===== src/hdl/hvsf_pkg.sv =====
`timescale 1ns / 1ps
// ----------------------------------------------------------------------------
// hvsf_pkg
// Types, constants and the arctangent table shared by the heading filter.
// ----------------------------------------------------------------------------
package hvsf_pkg;

   localparam int CordicIterations = 16;
   localparam int AngleWidth       = 27;
   localparam int VecWidth         = 20;
   localparam int UnitWidth        = 18;

   typedef logic signed [AngleWidth-1:0] angle_type;
   typedef logic signed [VecWidth-1:0]   vec_type;
   typedef logic signed [UnitWidth-1:0]  unit_type;

   localparam angle_type Deg90  = 27'sd5898240;
   localparam angle_type Deg180 = 27'sd11796480;
   localparam angle_type Deg360 = 27'sd23592960;

   localparam vec_type    CordicStart     = 20'sd39797;
   localparam unit_type   UnitOne         = 18'sd65536;
   localparam logic [7:0] IntervalReset   = 8'd30;
   localparam logic [15:0] GainReset      = 16'd6554;
   localparam logic [15:0] TrackWrap      = 16'd36000;
   localparam logic [15:0] TrackZeroVec   = 16'd9000;

   localparam logic RegUpdateInterval = 1'b0;
   localparam logic RegSmoothingGain  = 1'b1;

   typedef enum logic [3:0] {
      ST_IDLE, ST_DIV, ST_ROT_START, ST_ROT, ST_SMOOTH, ST_VEC_START,
      ST_VEC, ST_SCALE, ST_FINISH, ST_DONE
   } state_type;

   typedef struct packed {
      logic start;
      logic vectoring;
   } cordic_cmd_type;

   function automatic angle_type atan_q16(input logic [4:0] idx);
      angle_type v;
      case (idx)
         5'd0:  v = 27'sd2949120;
         5'd1:  v = 27'sd1740967;
         5'd2:  v = 27'sd919879;
         5'd3:  v = 27'sd466945;
         5'd4:  v = 27'sd234379;
         5'd5:  v = 27'sd117305;
         5'd6:  v = 27'sd58666;
         5'd7:  v = 27'sd29335;
         5'd8:  v = 27'sd14668;
         5'd9:  v = 27'sd7334;
         5'd10: v = 27'sd3667;
         5'd11: v = 27'sd1833;
         5'd12: v = 27'sd917;
         5'd13: v = 27'sd458;
         5'd14: v = 27'sd229;
         5'd15: v = 27'sd115;
         5'd16: v = 27'sd57;
         5'd17: v = 27'sd29;
         5'd18: v = 27'sd14;
         5'd19: v = 27'sd7;
         5'd20: v = 27'sd4;
         5'd21: v = 27'sd2;
         5'd22: v = 27'sd1;
         default: v = 27'sd0;
      endcase
      return v;
   endfunction

   function automatic unit_type clamp_unit(input vec_type v);
      unit_type r;
      if (v > 20'sd65536) begin
         r = UnitOne;
      end else if (v < -20'sd65536) begin
         r = -UnitOne;
      end else begin
         r = v[UnitWidth-1:0];
      end
      return r;
   endfunction

endpackage


===== src/hdl/hvsf_cordic.sv =====
`timescale 1ns / 1ps
// ----------------------------------------------------------------------------
// hvsf_cordic
// Iterative CORDIC, one micro-rotation per cycle, rotation or vectoring mode.
// ----------------------------------------------------------------------------
module hvsf_cordic #(
   parameter int ITERATIONS = hvsf_pkg::CordicIterations
) (
   input  logic                      clock,
   input  logic                      reset,
   input  hvsf_pkg::cordic_cmd_type  cmd,
   input  hvsf_pkg::vec_type         x_start,
   input  hvsf_pkg::vec_type         y_start,
   input  hvsf_pkg::angle_type       z_start,
   output hvsf_pkg::vec_type         x_out,
   output hvsf_pkg::vec_type         y_out,
   output hvsf_pkg::angle_type       z_out,
   output logic                      done
);

   localparam int CntWidth = $clog2(ITERATIONS + 1);
   localparam logic [CntWidth-1:0] LastStep = CntWidth'(ITERATIONS - 1);

   hvsf_pkg::vec_type   x_ff, x_in, y_ff, y_in;
   hvsf_pkg::angle_type z_ff, z_in;
   logic [CntWidth-1:0] cnt_ff, cnt_in;
   logic                busy_ff, busy_in, vec_ff, vec_in, done_ff, done_in;
   logic                pos;
   hvsf_pkg::vec_type   xs, ys;
   hvsf_pkg::angle_type at;

   always_comb begin
      xs  = x_ff >>> cnt_ff;
      ys  = y_ff >>> cnt_ff;
      at  = hvsf_pkg::atan_q16(5'(cnt_ff));
      pos = vec_ff ? y_ff[hvsf_pkg::VecWidth-1] : !z_ff[hvsf_pkg::AngleWidth-1];
      x_in    = x_ff;
      y_in    = y_ff;
      z_in    = z_ff;
      cnt_in  = cnt_ff;
      busy_in = busy_ff;
      vec_in  = vec_ff;
      done_in = 1'b0;
      if (cmd.start) begin
         x_in    = x_start;
         y_in    = y_start;
         z_in    = z_start;
         cnt_in  = '0;
         busy_in = 1'b1;
         vec_in  = cmd.vectoring;
      end else if (busy_ff) begin
         if (pos) begin
            x_in = x_ff - ys;
            y_in = y_ff + xs;
            z_in = z_ff - at;
         end else begin
            x_in = x_ff + ys;
            y_in = y_ff - xs;
            z_in = z_ff + at;
         end
         cnt_in = cnt_ff + 1'b1;
         if (cnt_ff == LastStep) begin
            busy_in = 1'b0;
            done_in = 1'b1;
         end
      end
   end

   always_ff @(posedge clock) begin
      x_ff   <= x_in;
      y_ff   <= y_in;
      z_ff   <= z_in;
      cnt_ff <= cnt_in;
      vec_ff <= vec_in;
      if (reset) begin
         busy_ff <= 1'b0;
         done_ff <= 1'b0;
      end else begin
         busy_ff <= busy_in;
         done_ff <= done_in;
      end
   end

   assign x_out = x_ff;
   assign y_out = y_ff;
   assign z_out = z_ff;
   assign done  = done_ff;

   a_done_after_busy: assert property (@(posedge clock) disable iff (reset)
      done_ff |-> $past(busy_ff)) else $error("cordic done without a pass");
   a_no_restart: assert property (@(posedge clock) disable iff (reset)
      busy_ff |-> !cmd.start) else $error("cordic restarted while busy");
   a_count_bound: assert property (@(posedge clock) disable iff (reset)
      busy_ff |-> cnt_ff <= LastStep) else $error("cordic count overran");

endmodule


===== src/hdl/heading_vector_smoothing_filter.sv =====
`timescale 1ns / 1ps
// ----------------------------------------------------------------------------
// heading_vector_smoothing_filter
// Smooths the track of good fixes as a unit vector and flags home updates.
// ----------------------------------------------------------------------------
//  channel  ports                      direction
//  req      req_valid/req_stall/req_*  in, one fix per beat
//  rsp      rsp_valid/rsp_stall/rsp_*  out, one result per beat
//  csr      csr_write/csr_index/csr_data  in, register writes
//
// A good fix runs the bit-serial divide by 100, a 16-step CORDIC rotation,
// the bit-serial smoothing multiplies and a 16-step CORDIC vectoring pass.
// A fix that is not good skips them. One fix is in work at a time.
// Synchronous reset clears the filter and loads the countdown with 30.
// The result register holds under rsp_stall while the next fix is taken.
// ----------------------------------------------------------------------------
module heading_vector_smoothing_filter #(
   parameter int CORDIC_ITERATIONS = hvsf_pkg::CordicIterations
) (
   input  logic               clock,
   input  logic               reset,
   input  logic               req_valid,
   output logic               req_stall,
   input  logic               req_fix_fresh,
   input  logic [1:0]         req_fix_mode,
   input  logic               req_lat_valid,
   input  logic               req_lon_valid,
   input  logic               req_track_valid,
   input  logic signed [34:0] req_lat_e8,
   input  logic signed [35:0] req_lon_e8,
   input  logic [15:0]        req_track_cdeg,
   output logic               rsp_valid,
   input  logic               rsp_stall,
   output logic               rsp_fix_used,
   output logic [15:0]        rsp_filtered_track_cdeg,
   output logic               rsp_home_due,
   output logic signed [34:0] rsp_home_lat_e8,
   output logic signed [35:0] rsp_home_lon_e8,
   input  logic               csr_write,
   input  logic               csr_index,
   input  logic [15:0]        csr_data
);

   hvsf_pkg::state_type state_ff, state_in;

   logic [7:0]  interval_ff;
   logic [15:0] gain_ff;
   hvsf_pkg::unit_type east_ff, east_in, north_ff, north_in;
   logic [15:0] track_ff, track_in;
   logic signed [8:0] count_ff, count_in;

   logic               good_ff, good_in;
   logic signed [34:0] lat_ff, lat_in;
   logic signed [35:0] lon_ff, lon_in;
   logic               home_ff, home_in;

   logic [31:0] dvd_ff, dvd_in;
   logic [6:0]  rem_ff, rem_in;
   logic [31:0] quo_ff, quo_in;
   logic [5:0]  step_ff, step_in;
   logic        neg_ff, neg_in;

   logic [16:0] ma_ff, ma_in, mg_ff, mg_in;
   logic signed [37:0] oe_ff, oe_in, on_ff, on_in, se_ff, se_in, sn_ff, sn_in;
   logic signed [37:0] acce_ff, acce_in, accn_ff, accn_in;
   hvsf_pkg::angle_type z_ff, z_in;

   logic               rsp_valid_ff, rsp_valid_in;
   logic               out_used_ff, out_used_in, out_home_ff, out_home_in;
   logic [15:0]        out_track_ff, out_track_in;
   logic signed [34:0] out_lat_ff, out_lat_in;
   logic signed [35:0] out_lon_ff, out_lon_in;

   hvsf_pkg::cordic_cmd_type cmd;
   hvsf_pkg::vec_type   cx_start, cy_start, cx, cy;
   hvsf_pkg::angle_type cz_start, cz;
   logic                cdone;

   logic [7:0]          rtry;
   hvsf_pkg::angle_type ang;
   hvsf_pkg::vec_type   vn, ve;
   logic signed [34:0]  zw, prod;
   logic signed [18:0]  r;
   logic signed [8:0]   dec;
   logic                accept, out_free;

   hvsf_cordic #(.ITERATIONS(CORDIC_ITERATIONS)) u_cordic (
      .clock   (clock),
      .reset   (reset),
      .cmd     (cmd),
      .x_start (cx_start),
      .y_start (cy_start),
      .z_start (cz_start),
      .x_out   (cx),
      .y_out   (cy),
      .z_out   (cz),
      .done    (cdone)
   );

   assign req_stall = (state_ff != hvsf_pkg::ST_IDLE);
   assign accept    = req_valid && !req_stall;
   assign out_free  = !rsp_valid_ff || !rsp_stall;

   always_comb begin
      state_in     = state_ff;
      east_in      = east_ff;
      north_in     = north_ff;
      track_in     = track_ff;
      count_in     = count_ff;
      good_in      = good_ff;
      lat_in       = lat_ff;
      lon_in       = lon_ff;
      home_in      = home_ff;
      dvd_in       = dvd_ff;
      rem_in       = rem_ff;
      quo_in       = quo_ff;
      step_in      = step_ff;
      neg_in       = neg_ff;
      ma_in        = ma_ff;
      mg_in        = mg_ff;
      oe_in        = oe_ff;
      on_in        = on_ff;
      se_in        = se_ff;
      sn_in        = sn_ff;
      acce_in      = acce_ff;
      accn_in      = accn_ff;
      z_in         = z_ff;
      rsp_valid_in = rsp_valid_ff && rsp_stall;
      out_used_in  = out_used_ff;
      out_home_in  = out_home_ff;
      out_track_in = out_track_ff;
      out_lat_in   = out_lat_ff;
      out_lon_in   = out_lon_ff;
      cmd          = '0;
      cx_start     = hvsf_pkg::CordicStart;
      cy_start     = '0;
      cz_start     = '0;
      rtry         = {rem_ff, dvd_ff[31]};
      ang          = hvsf_pkg::angle_type'(quo_ff[25:0]);
      vn           = hvsf_pkg::vec_type'(north_ff);
      ve           = hvsf_pkg::vec_type'(east_ff);
      zw           = 35'(z_ff);
      prod         = (zw <<< 6) + (zw <<< 5) + (zw <<< 2) + 35'sd32768;
      r            = prod[34:16];
      dec          = count_ff - 9'sd1;

      case (state_ff)
         hvsf_pkg::ST_IDLE: begin
            if (accept) begin
               good_in = req_fix_fresh && (req_fix_mode > 2'd1) && req_lat_valid
                         && req_lon_valid && req_track_valid;
               lat_in  = req_lat_e8;
               lon_in  = req_lon_e8;
               home_in = 1'b0;
               track_in = track_ff;
               dvd_in  = {(req_track_cdeg >= hvsf_pkg::TrackWrap) ?
                          req_track_cdeg - hvsf_pkg::TrackWrap : req_track_cdeg,
                          16'd50};
               rem_in  = '0;
               quo_in  = '0;
               step_in = '0;
               state_in = good_in ? hvsf_pkg::ST_DIV : hvsf_pkg::ST_DONE;
            end
         end
         hvsf_pkg::ST_DIV: begin
            if (rtry >= 8'd100) begin
               rem_in = 7'(rtry - 8'd100);
               quo_in = {quo_ff[30:0], 1'b1};
            end else begin
               rem_in = rtry[6:0];
               quo_in = {quo_ff[30:0], 1'b0};
            end
            dvd_in  = {dvd_ff[30:0], 1'b0};
            step_in = step_ff + 6'd1;
            if (step_ff == 6'd31) begin
               state_in = hvsf_pkg::ST_ROT_START;
            end
         end
         hvsf_pkg::ST_ROT_START: begin
            if (ang > hvsf_pkg::Deg180) begin
               ang = ang - hvsf_pkg::Deg360;
            end
            neg_in = 1'b0;
            if (ang > hvsf_pkg::Deg90) begin
               ang    = ang - hvsf_pkg::Deg180;
               neg_in = 1'b1;
            end else if (ang < -hvsf_pkg::Deg90) begin
               ang    = ang + hvsf_pkg::Deg180;
               neg_in = 1'b1;
            end
            cmd.start = 1'b1;
            cz_start  = ang;
            state_in  = hvsf_pkg::ST_ROT;
         end
         hvsf_pkg::ST_ROT: begin
            if (cdone) begin
               ma_in   = 17'd65536 - {1'b0, gain_ff};
               mg_in   = {1'b0, gain_ff};
               oe_in   = 38'(east_ff);
               on_in   = 38'(north_ff);
               se_in   = 38'(hvsf_pkg::clamp_unit(neg_ff ? -cy : cy));
               sn_in   = 38'(hvsf_pkg::clamp_unit(neg_ff ? -cx : cx));
               acce_in = 38'sd32768;
               accn_in = 38'sd32768;
               step_in = '0;
               state_in = hvsf_pkg::ST_SMOOTH;
            end
         end
         hvsf_pkg::ST_SMOOTH: begin
            acce_in = acce_ff + (ma_ff[0] ? oe_ff : 38'sd0) + (mg_ff[0] ? se_ff : 38'sd0);
            accn_in = accn_ff + (ma_ff[0] ? on_ff : 38'sd0) + (mg_ff[0] ? sn_ff : 38'sd0);
            ma_in   = ma_ff >> 1;
            mg_in   = mg_ff >> 1;
            oe_in   = oe_ff <<< 1;
            on_in   = on_ff <<< 1;
            se_in   = se_ff <<< 1;
            sn_in   = sn_ff <<< 1;
            step_in = step_ff + 6'd1;
            if (step_ff == 6'd16) begin
               east_in  = acce_in[33:16];
               north_in = accn_in[33:16];
               state_in = hvsf_pkg::ST_VEC_START;
            end
         end
         hvsf_pkg::ST_VEC_START: begin
            if (vn == '0 && ve == '0) begin
               track_in = hvsf_pkg::TrackZeroVec;
               state_in = hvsf_pkg::ST_FINISH;
            end else begin
               cmd.start     = 1'b1;
               cmd.vectoring = 1'b1;
               if (vn < 0) begin
                  cx_start = -vn;
                  cy_start = -ve;
                  cz_start = hvsf_pkg::Deg180;
               end else begin
                  cx_start = vn;
                  cy_start = ve;
                  cz_start = '0;
               end
               state_in = hvsf_pkg::ST_VEC;
            end
         end
         hvsf_pkg::ST_VEC: begin
            if (cdone) begin
               z_in = (cz < 0) ? cz + hvsf_pkg::Deg360 : cz;
               state_in = hvsf_pkg::ST_SCALE;
            end
         end
         hvsf_pkg::ST_SCALE: begin
            if (r >= 19'sd36000) begin
               r = r - 19'sd36000;
            end else if (r < 0) begin
               r = r + 19'sd36000;
            end
            track_in = r[15:0];
            state_in = hvsf_pkg::ST_FINISH;
         end
         hvsf_pkg::ST_FINISH: begin
            if (dec < 0) begin
               home_in  = 1'b1;
               count_in = 9'(interval_ff);
            end else begin
               count_in = dec;
            end
            state_in = hvsf_pkg::ST_DONE;
         end
         hvsf_pkg::ST_DONE: begin
            if (out_free) begin
               rsp_valid_in = 1'b1;
               out_used_in  = good_ff;
               out_home_in  = home_ff;
               out_track_in = track_ff;
               out_lat_in   = home_ff ? lat_ff : '0;
               out_lon_in   = home_ff ? lon_ff : '0;
               state_in     = hvsf_pkg::ST_IDLE;
            end
         end
         default: begin
            state_in = hvsf_pkg::ST_IDLE;
         end
      endcase
   end

   always_ff @(posedge clock) begin
      lat_ff       <= lat_in;
      lon_ff       <= lon_in;
      dvd_ff       <= dvd_in;
      rem_ff       <= rem_in;
      quo_ff       <= quo_in;
      step_ff      <= step_in;
      neg_ff       <= neg_in;
      ma_ff        <= ma_in;
      mg_ff        <= mg_in;
      oe_ff        <= oe_in;
      on_ff        <= on_in;
      se_ff        <= se_in;
      sn_ff        <= sn_in;
      acce_ff      <= acce_in;
      accn_ff      <= accn_in;
      z_ff         <= z_in;
      good_ff      <= good_in;
      home_ff      <= home_in;
      out_used_ff  <= out_used_in;
      out_home_ff  <= out_home_in;
      out_track_ff <= out_track_in;
      out_lat_ff   <= out_lat_in;
      out_lon_ff   <= out_lon_in;
      if (reset) begin
         state_ff     <= hvsf_pkg::ST_IDLE;
         interval_ff  <= hvsf_pkg::IntervalReset;
         gain_ff      <= hvsf_pkg::GainReset;
         east_ff      <= '0;
         north_ff     <= '0;
         track_ff     <= '0;
         count_ff     <= 9'(hvsf_pkg::IntervalReset);
         rsp_valid_ff <= 1'b0;
      end else begin
         state_ff     <= state_in;
         east_ff      <= east_in;
         north_ff     <= north_in;
         track_ff     <= track_in;
         count_ff     <= count_in;
         rsp_valid_ff <= rsp_valid_in;
         if (csr_write && csr_index == hvsf_pkg::RegUpdateInterval) begin
            interval_ff <= csr_data[7:0];
         end
         if (csr_write && csr_index == hvsf_pkg::RegSmoothingGain) begin
            gain_ff <= csr_data;
         end
      end
   end

   assign rsp_valid               = rsp_valid_ff;
   assign rsp_fix_used            = out_used_ff;
   assign rsp_filtered_track_cdeg = out_track_ff;
   assign rsp_home_due            = out_home_ff;
   assign rsp_home_lat_e8         = out_lat_ff;
   assign rsp_home_lon_e8         = out_lon_ff;

   a_home_needs_use: assert property (@(posedge clock) disable iff (reset)
      rsp_valid_ff |-> (!out_home_ff || out_used_ff)) else $error("home without used fix");
   a_track_range: assert property (@(posedge clock) disable iff (reset)
      track_ff < hvsf_pkg::TrackWrap) else $error("track out of range");
   a_countdown_range: assert property (@(posedge clock) disable iff (reset)
      count_ff >= 0) else $error("countdown negative");
   a_accept_leaves_idle: assert property (@(posedge clock) disable iff (reset)
      accept |=> state_ff != hvsf_pkg::ST_IDLE) else $error("fix taken without work");

endmodule


===== config.mk =====
export PLATFORM = sky130hd
export DESIGN_NAME = heading_vector_smoothing_filter
export DESIGN_NICKNAME = d
export VERILOG_FILES = /design/src/hdl/hvsf_pkg.sv /design/src/hdl/hvsf_cordic.sv /design/src/hdl/heading_vector_smoothing_filter.sv
export SDC_FILE = /design/constraint.sdc
export NUM_CORES = 2
export LEC_CHECK = 0
export BUFFER_PORTS_ARGS = -buffer_cell sky130_fd_sc_hd__buf_4
export CAP_MARGIN = 5
export CORE_ASPECT_RATIO = 0.6
export CORE_MARGIN = 3
export CORE_UTILIZATION = 45
export CTS_CLUSTER_DIAMETER = 150
export CTS_CLUSTER_SIZE = 28
export DETAILED_ROUTE_END_ITERATION = 10
export SLEW_MARGIN = 30
export SYNTH_ARGS = -nofsm -noshare
export SYNTH_HDL_FRONTEND = slang
export SYNTH_SLANG_ARGS = --single-unit

===== constraint.sdc =====
create_clock -name clock -period 15.1 [get_ports clock]
set_clock_uncertainty 0.1 [all_clocks]
set_input_delay 0 -clock clock [delete_from_list [all_inputs] [get_ports clock]]
set_output_delay 0 -clock clock [all_outputs]
set_load 0.02 [all_outputs]

==> results.py <==
metrics = {
    "route": {
        "firstDrtPassIters": 7,
        "initialDrtViolationCount": 3241,
        "drc": 0,
        "wl_per_cell_microns": 19.45,
        "via_per_inst": 5.650,
        "drt-total-wl_mm": 113.5,
        "final_antenna_net_count": 0,
        "via_count": 32970,
    },
    "cts": {
        "cts_tree": "done",
        "cts.clk_slew.worst_paths_ns": 0.13,
        "cts.sinks": 683,
        "numCtsBuffers": 28,
        "cts_resized": 0,
        "clockBufferDepth": 3,
        "cts_max_level": 1,
        "worstSkewPairLatency_ns": 0.69,
        "cts-root-buf": "clkbuf_16",
    },
    "worst_setup_path": {
        "r2r_start": "u_cordic.cnt_ff[1]",
        "crit_family": "compound AO/OA/AOI/OAI gates",
        "worstSetupPathType": "flip-flop to flip-flop",
        "crit_top_cell": "nand2_1",
        "crit_slowest_cell": "mux4_2",
        "r2r_slack_ns": 8.74,
        "max_stage_delay_ns": 0.60,
        "worst-path-max-fanout": 60,
        "crit_required_ns": 15.44,
        "path_buf_inv": 3,
        "crit_arrival_ns": 6.70,
        "regToRegEndpoint": "u_cordic.y_out[19]",
        "r2r_cells": 25,
        "crit_path_end_kind": "flip-flop",
        "start_kind": "flip-flop",
    },
    "power": {
        "ir_worst_vdd_mv": 0.1697,
        "leakagePower_uw": 0.01891,
        "finalPower_uw": 10180,
        "power_density_nw_per_um2": 207.9,
    },
    "min_path": {
        "min-delay-start": "csr_data[13]",
        "min_to": "gain_ff[13]",
        "hold_class": "input pin to flip-flop",
        "min_path_cells": 4,
    },
    "sta": {
        "post-route-period-util_pct": 42.11,
        "slew_headroom_pct": 31.01,
        "finalHoldViolCount": 0,
        "setup_viol": 0,
        "holdWs_ns": 0.04733,
        "slew_violations": 0,
        "rsz0062_at_grt": "no",
        "max_freq_ghz": 0.1573,
        "finalCriticalPeriod_ns": 6.358,
        "worstMarginPinSlew_ns": 1.035,
        "tns_ns": 0,
    },
    "global_route": {
        "grt_max_degree": 158,
        "antenna_found_initial": 5,
        "grt_usage_pct": 22.13,
        "grt_overflow": 0,
        "grt_pass1_vias": 30230,
        "grt_pass1_wl_mm": 177.0,
    },
    "die": {
        "die_w_microns": 405.7,
        "num_rows": 87,
        "core_region_area_sq_um": 94490,
        "start_util_pct": 45.65,
        "die_y_microns": 245.8,
        "dieArea_sq_um": 99710,
        "ios": 206,
    },
    "layout": {
        "fin_util_pct": 51.83,
        "nNetsFinal": 4985,
        "final_layout_size_suffix_gt1_share_pct": 9.043,
        "final_cells": 5835,
        "final_cell_mix": "edfxtp_1, nand2_1, nor2_1",
        "diodes": 0,
        "layout_commonest_cell": "edfxtp_1",
        "area_growth_pct": 13.55,
    },
    "synth": {
        "ys_types": 94,
        "synth_area_leaders": "edfxtp_1, ha_1, dfxtp_1",
        "synth_edf_count": 565,
        "synth-seq-cells": 683,
        "synth_ff_type": "edfxtp_1",
        "synth_area_sq_um": 43130,
        "yosysWarnings": 0,
        "yosysSeqAreaShare_pct": 44.82,
        "avgSynthCellArea_sq_um": 10.11,
        "synth_top_area_share_pct": 39.34,
        "synth_nets": 4685,
        "synth_top_cell_by_area": "edfxtp_1",
        "synthCells": 4267,
        "async_flop_share_pct": 0,
    },
    "placement": {
        "dp_cells": 5553,
        "port_buffers": 204,
        "routabilityCongestion": 0.9231,
        "hpwl_mm": 79.63,
    },
    "status": {
        "status": "finished clean",
    },
    "flow_run": {
        "max_cap_violations": 0,
    },
}
area by class of cell:
class                      instances  area [sq um]
inverter                         156         586.8
tap                             1246          1559
timing repair buffer             478          4198
fill                            8515         45510
clock inverter                     2         50.05
multi-input combinational       3220         22460
sequential                       683         19330
clock buffer                      50         783.3
report_power, final:
part	leakage (uW)	switching [uW]	internal [uW]
combinational	0.0124	3490	2520
sequential	0.00613	394	2800
clock	0.000392	618	363
total	0.0189	4500	5680
synth_stat cells (43+ instances only):
cell type	count
nand2b_1	43
nand3_1	73
edfxtp_1	565
o31ai_1	46
xnor2_1	139
clkbuf_1	173
inv_1	150
nor2_1	346
o21a_1	72
a21o_1	54
o21ai_0	185
fa_1	96
mux4_2	44
nor3_1	95
dfxtp_1	118
a21oi_1	251
nand2_1	539
and3_1	66
and2_1	227
ha_1	207
xor2_1	165
nor2b_1	47
logic make-up (layout without fill, tap and decap cells):
group / count (synthesis) / after routing / share of synthesized area [%]
and+or+nand+nor: 1595 / 1595 / 17.82
xor gates and xnor gates: 304 / 304 / 6.173
adders and majority gates: 303 / 303 / 10.46
AOI/OAI and AO/OA: 924 / 924 / 13.91
muxes: 94 / 94 / 3.560
buffers and inverters: 364 / 686 / 3.261
DFF: 683 / 683 / 44.82
state kept, by name (all words and copies together), names as in the netlist, 34 cells and up:
signal,flops
accn_ff,34
lat_ff,35
oe_ff,34
on_ff,34
lon_ff,36
acce_ff,34
rsp_home_lon_e8,36
se_ff,34
sn_ff,34
rsp_home_lat_e8,35
routing by layer:
| layer | routed length, microns | up-vias | track usage, % |
|---|---|---|---|
| met5 | 78 | - | 0.5848 |
| met4 | 1287 | 2 | 2.418 |
| met3 | 8658 | 62 | 3.522 |
| met2 | 43640 | 1032 | 29.32 |
| met1 | 59820 | 15930 | 37.69 |
| li1 | - | 15940 | - |
worst min-delay path, delay by kind of cell:
kind | cells | cell delay [ns]
buf+inv | 2 | 0.67
simple gates | 1 | 0.06
compound gates | 1 | 0.06
stage by stage:
stage / setup WS [ns] / instance area [sq um]
after CTS: 8.871 / 48930
after floorplan: 3.313 / 43130
after global routing: 8.276 / 48970
after detailed placement: 8.897 / 45810
after global placement: 8.917 / 45810
final: 8.742 / 48970
how the worst max path moves through the flow:
stage,slack [ns],end,cells past startpoint,startpoint
after global routing,8.28,u_cordic.y_out[19],25,u_cordic.cnt_ff[1]
final,8.74,u_cordic.y_out[19],25,u_cordic.cnt_ff[1]
after CTS,8.87,u_cordic.y_out[19],25,u_cordic.cnt_ff[1]
after global placement,8.92,u_cordic.y_out[19],25,u_cordic.cnt_ff[1]
after detailed placement,8.90,u_cordic.y_out[19],25,u_cordic.cnt_ff[1]
after floorplan,3.31,acce_ff[0],5,state_ff[2]
what timing repair did:
| action | CTS | global route |
|---|---|---|
| hold buffers | 229 | 0 |
| setup buffers | 0 | 0 |
| hold endpoints to repair | 174 | 0 |
Note: power is estimated with default switching activity, not from simulation.
